--- config.mk ---
export PLATFORM = sky130hd
export DESIGN_NAME = sfs_ctrl
export DESIGN_NICKNAME = d
export VERILOG_FILES = /design/src/hw/rtl/sfs_pkg.sv /design/src/hw/rtl/sfs_ctrl.sv
export SDC_FILE = /design/constraint.sdc
export NUM_CORES = 1
export LEC_CHECK = 0
export ABC_AREA = 1
export CORE_MARGIN = 2
export CORE_UTILIZATION = 38
export CTS_CLUSTER_SIZE = 12
export DETAILED_ROUTE_END_ITERATION = 10
export DONT_BUFFER_PORTS = 1
export GPL_TIMING_DRIVEN = 0
export SETUP_SLACK_MARGIN = 0.02
export SYNTH_ARGS = -nofsm -noshare
export SYNTH_HDL_FRONTEND = slang
export SYNTH_SLANG_ARGS = --single-unit
--- constraint.sdc ---
create_clock -name aclk -period 1.9 [get_ports aclk]
set_input_delay 0.38 -clock aclk [delete_from_list [all_inputs] [get_ports aclk]]
set_output_delay 0.38 -clock aclk [all_outputs]
set_load 0.01 [all_outputs]
--- src/hw/rtl/sfs_pkg.sv ---
// Shared types, command codes and sizes for the sprite frame sequencer.
// No dependencies; every other file refers to it by scoped names.
package sfs_pkg;

    localparam int MAX_FRAMES = 64;
    localparam int MAX_STEPS  = 32;
    localparam int FRAME_W    = $clog2(MAX_FRAMES);
    localparam int COUNT_W    = 7;
    localparam int STEP_W     = $clog2(MAX_STEPS + 1);

    // Input command codes.
    localparam logic [3:0] MODE_TICK    = 4'd0;
    localparam logic [3:0] MODE_PLAY    = 4'd1;
    localparam logic [3:0] MODE_PAUSE   = 4'd2;
    localparam logic [3:0] MODE_RESUME  = 4'd3;
    localparam logic [3:0] MODE_STOP    = 4'd4;
    localparam logic [3:0] MODE_RESET   = 4'd5;
    localparam logic [3:0] MODE_SET     = 4'd6;
    localparam logic [3:0] MODE_NEXT    = 4'd7;
    localparam logic [3:0] MODE_PREV    = 4'd8;
    localparam logic [3:0] MODE_LOAD    = 4'd9;
    localparam logic [3:0] MODE_NEWCLIP = 4'd10;

    // Play states.
    localparam logic [1:0] ST_STOPPED = 2'd0;
    localparam logic [1:0] ST_PLAYING = 2'd1;
    localparam logic [1:0] ST_PAUSED  = 2'd2;

    // Result kinds.
    localparam logic [1:0] EV_STATUS   = 2'd0;
    localparam logic [1:0] EV_CHANGE   = 2'd1;
    localparam logic [1:0] EV_COMPLETE = 2'd2;

    // Configuration register indexes.
    localparam logic [1:0] CFG_FRAME_COUNT = 2'd0;
    localparam logic [1:0] CFG_LOOP_ENABLE = 2'd1;
    localparam logic [1:0] CFG_SPEED       = 2'd2;

    localparam logic [8:0] INTERP_ONE = 9'd256;

    typedef struct packed {
        logic [3:0]         mode;
        logic [23:0]        dt_ms;
        logic [5:0]         frame_index;
        logic [23:0]        delay_ms;
        logic               interp_enable;
        logic               keyframe_present;
        logic signed [15:0] keyframe_id;
        logic               sound_present;
        logic [7:0]         sound_id;
    } in_word_t;

    typedef struct packed {
        logic [1:0]         event_kind;
        logic [5:0]         old_frame;
        logic [5:0]         new_frame;
        logic               keyframe_fire;
        logic signed [15:0] keyframe_value;
        logic               sound_fire;
        logic [7:0]         sound_number;
        logic [1:0]         play_status;
        logic               interpolating;
        logic [8:0]         interp_factor;
        logic               last;
    } out_word_t;

    typedef struct packed {
        logic [23:0]        delay;
        logic               interp;
        logic               kf_on;
        logic signed [15:0] kf_id;
        logic               snd_on;
        logic [7:0]         snd_id;
    } entry_t;

    // Commands from the controller to the datapath.
    typedef struct packed {
        logic accept;
        logic exec;
        logic rd_tgt;
        logic add;
        logic div_start;
        logic step;
        logic emit_chg;
        logic emit_cmp;
        logic emit_st;
    } cmd_t;

    // Status from the datapath to the controller.
    typedef struct packed {
        logic tick_go;
        logic chg;
        logic loop_go;
        logic complete;
        logic div_done;
        logic out_free;
    } status_t;

endpackage

--- src/hw/rtl/sfs_ctrl.sv ---
// Controller state machine of the sprite frame sequencer.
// Sequences command decode, table reads, the tick advance loop and result words.
// Depends on sfs_pkg.
module sfs_ctrl (
    input  logic             aclk,
    input  logic             aresetn,
    input  logic             s_valid,
    output logic             s_ready,
    input  logic [3:0]       mode,
    input  sfs_pkg::status_t status,
    output sfs_pkg::cmd_t    cmd
);

    localparam logic [3:0] S_IDLE    = 4'd0;
    localparam logic [3:0] S_EXEC    = 4'd1;
    localparam logic [3:0] S_RDTGT   = 4'd2;
    localparam logic [3:0] S_EMITCHG = 4'd3;
    localparam logic [3:0] S_ADD     = 4'd4;
    localparam logic [3:0] S_DIVST   = 4'd5;
    localparam logic [3:0] S_DIVW    = 4'd6;
    localparam logic [3:0] S_LOOP    = 4'd7;
    localparam logic [3:0] S_EMITCMP = 4'd8;
    localparam logic [3:0] S_EMITST  = 4'd9;

    logic [3:0] state_reg;
    logic [3:0] state_next;
    logic       post_reg;
    logic       post_next;
    logic       tick_reg;
    logic       tick_next;

    always_comb begin
        state_next = state_reg;
        post_next  = post_reg;
        tick_next  = tick_reg;
        cmd        = '0;
        s_ready    = 1'b0;
        unique case (state_reg)
            S_IDLE: begin
                s_ready = 1'b1;
                if (s_valid) begin
                    cmd.accept = 1'b1;
                    state_next = S_EXEC;
                end
            end
            S_EXEC: begin
                cmd.exec  = 1'b1;
                tick_next = mode == sfs_pkg::MODE_TICK;
                post_next = 1'b0;
                if (status.tick_go) state_next = S_ADD;
                else if (status.chg) state_next = S_RDTGT;
                else state_next = S_EMITST;
            end
            S_RDTGT: begin
                cmd.rd_tgt = 1'b1;
                state_next = S_EMITCHG;
            end
            S_EMITCHG: begin
                if (status.out_free) begin
                    cmd.emit_chg = 1'b1;
                    state_next   = tick_reg ? S_LOOP : S_EMITST;
                end
            end
            S_ADD: begin
                cmd.add    = 1'b1;
                state_next = S_DIVST;
            end
            S_DIVST: begin
                cmd.div_start = 1'b1;
                state_next    = S_DIVW;
            end
            S_DIVW: begin
                if (status.div_done) state_next = post_reg ? S_EMITST : S_LOOP;
            end
            S_LOOP: begin
                if (status.loop_go) begin
                    cmd.step   = 1'b1;
                    state_next = status.complete ? S_EMITCMP : S_RDTGT;
                end else begin
                    post_next  = 1'b1;
                    state_next = S_DIVST;
                end
            end
            S_EMITCMP: begin
                if (status.out_free) begin
                    cmd.emit_cmp = 1'b1;
                    state_next   = S_EMITST;
                end
            end
            S_EMITST: begin
                if (status.out_free) begin
                    cmd.emit_st = 1'b1;
                    state_next  = S_IDLE;
                end
            end
            default: state_next = S_IDLE;
        endcase
    end

    always_ff @(posedge aclk) begin
        if (!aresetn) begin
            state_reg <= S_IDLE;
            post_reg  <= 1'b0;
            tick_reg  <= 1'b0;
        end else begin
            state_reg <= state_next;
            post_reg  <= post_next;
            tick_reg  <= tick_next;
        end
    end

endmodule
==> flow_summary.json <==
{
  "ir_drop_mv": 0.4383,
  "rsz0062_at_grt": "false",
  "timing.rr.end": "state_reg[1]",
  "tritoncts": "done",
  "gp_congestion": 0.7924,
  "postCtsSetupBuffers": 0,
  "root_buffer": "clkbuf_4",
  "die_x_um": 44.13,
  "dieArea_mm2": 0.001947,
  "clkSlewWorstSetupHoldPaths_ps": 40,
  "wirelength_um": 1326,
  "final_common_cell": "nand2_1",
  "yosysSeqAreaShare_pct": 19.63,
  "clockBufferDepth": 2,
  "placed_cells": 125,
  "ant_nets": 0,
  "setup_viol": 0,
  "synth_top_area_share_pct": 19.63,
  "drive_gt1_share_pct": 22.32,
  "multi_input_area_um2": 401.6,
  "cts_resized": 0,
  "core_mm2": 0.001506,
  "antennaDiodeCount": 0,
  "finalCritPeriodShare_pct": 85.62,
  "grt_max_degree": 9,
  "slew_headroom_pct": 75.01,
  "netlist_instances": 109,
  "tns_ps": 0,
  "ys_types": 18,
  "worstHoldPathType": "in2reg",
  "path_max_fanout": 3,
  "synth_area_um2": 611.8,
  "antenna_found_initial": 0,
  "grtUsageTotal_pct": 15.71,
  "hold_depth": 3,
  "cp.arrival_ps": 1250,
  "drt-pass1-iter-count": 4,
  "area_growth_pct": 6.953,
  "dp_hpwl_um": 1110,
  "avgSynthCellArea_um2": 5.613,
  "routedWlPerCell_um": 10.36,
  "fin_skew_ps": 2.375,
  "end_kind": "output pin",
  "critPathLaunch": "state_reg[3]",
  "rows": 14,
  "hold_slack_ps": 309.7,
  "layout_setup_ws_ps": 273.2,
  "worstSetupPathType": "reg2out",
  "drt-initial-drc-count": 17,
  "largest_reg_flops": 4,
  "status": "completed",
  "nets": 127,
  "yosys_warnings": 0,
  "grt_pass1_vias": 573,
  "drc": 0,
  "cts.sinks": 6,
  "grt_pass1_wl_um": 2270,
  "synth.top_cells.by_area": "dfxtp_1 (20%), nand2_1 (17%), inv_1 (11%)",
  "ff_latch_area_um2": 120.1,
  "critPathRequiredTime_ps": 1520,
  "hold_buffers": 0,
  "finalMaxSlewViolations": 0,
  "drv_cap": 0,
  "max_clock_freq_ghz": 0.6147,
  "powerDensity_mw_per_mm2": 1163,
  "hold_end": "state_reg[3]",
  "die_h_um": 44.13,
  "dp_slack_ps": 535.7,
  "start_kind": "flop",
  "io_buffers": 0,
  "hold_viol": 0,
  "p_leak_nw": 0.3585,
  "vias": 634,
  "tightest_slew_ps": 372.1,
  "r2r-start": "state_reg[3]",
  "cts.htree.levels": 1,
  "min_period_ps": 1627,
  "ioPinCount": 23,
  "ys_ff_latch": 6,
  "globalRouteOverflowTotal": 0,
  "final_util_pct": 43.44,
  "r2r_cells": 8,
  "r2r_setup_slack_ps": 570,
  "synth.net_count": 122,
  "fillers": 167,
  "most-common-layout-cells": "nand2_1 (28), inv_1 (18), nor2_1 (17)",
  "clkLatencyLatePin_ps": 240,
  "start_util_pct": 40.61,
  "finalNonFillerCells": 128,
  "numCtsBuffers": 3,
  "hold_start": "status[0]",
  "yosys.area.top_type": "dfxtp_1",
  "viasPerCell": 4.953
}
==> per-stage QoR <==
stage | total power [mW] | cell area [um2]
global route | 0.8374 | 654.4
floorplan | 0.5722 | 611.8
global placement | 0.6412 | 631.9
finish | 0.7608 | 654.4
CTS | 0.7668 | 654.4
detailed placement | 0.6481 | 631.9
==> synth_stat cells <==
cell type and count:
a211oi_1 2, a21oi_1 5, a21oi_2 1, dfxtp_1 6, inv_1 18, inv_2 6, nand2_1 28, nand2_2 5
nand2_4 1, nand3_1 8, nand3b_1 1, nor2_1 17, nor2_2 1, nor2_4 5, nor3_1 1, o21ai_0 1
o21ai_2 1, or2_2 2
==> worst max-delay path, cell delays in order, from the launching register on <==
cell and delay (ps):
dfxtp_1 430, inv_1 80, nor2_1 170, nand2_1 130, nor2_1 200
==> area by class of cell <==
class	count	share of cell area, %
inverter	24	13.77
sequential	6	18.36
multi-input combinational	79	61.38
tap	16	3.059
clock buffer	3	3.442
==> per-layer routing <==
metal | track usage, % | vias up | wire (um)
met1 | 18.02 | 283 | 596
met4 | 9.091 | 0 | 8
li1 | - | 335 | -
met5 | 0 | - | 0
met3 | 1.224 | 2 | 58
met2 | 28.24 | 14 | 663
==> report_power, final <==
group	leakage, nW	total [mW]	switching (mW)	internal, mW
registers	0.0489	0.202	0.0438	0.158
clock network	0.0138	0.114	0.0432	0.0713
logic	0.296	0.445	0.304	0.140
==> logic make-up after synthesis <==
group / after synthesis / synth area share, %
AND/OR/NAND/NOR: 69 / 55.42
buffers and inverters: 24 / 14.72
AO/OA/AOI/OAI: 10 / 10.22
flip-flops: 6 / 19.63
==> worst max-delay path by stage <==
stage	to
2_1_floorplan	cmd[1]
3_3_place_gp	cmd[0]
3_5_place_dp	cmd[0]
4_1_cts	cmd[1]
5_1_grt	cmd[1]
6_report	cmd[1]
Power figures use the tool's default switching activity.
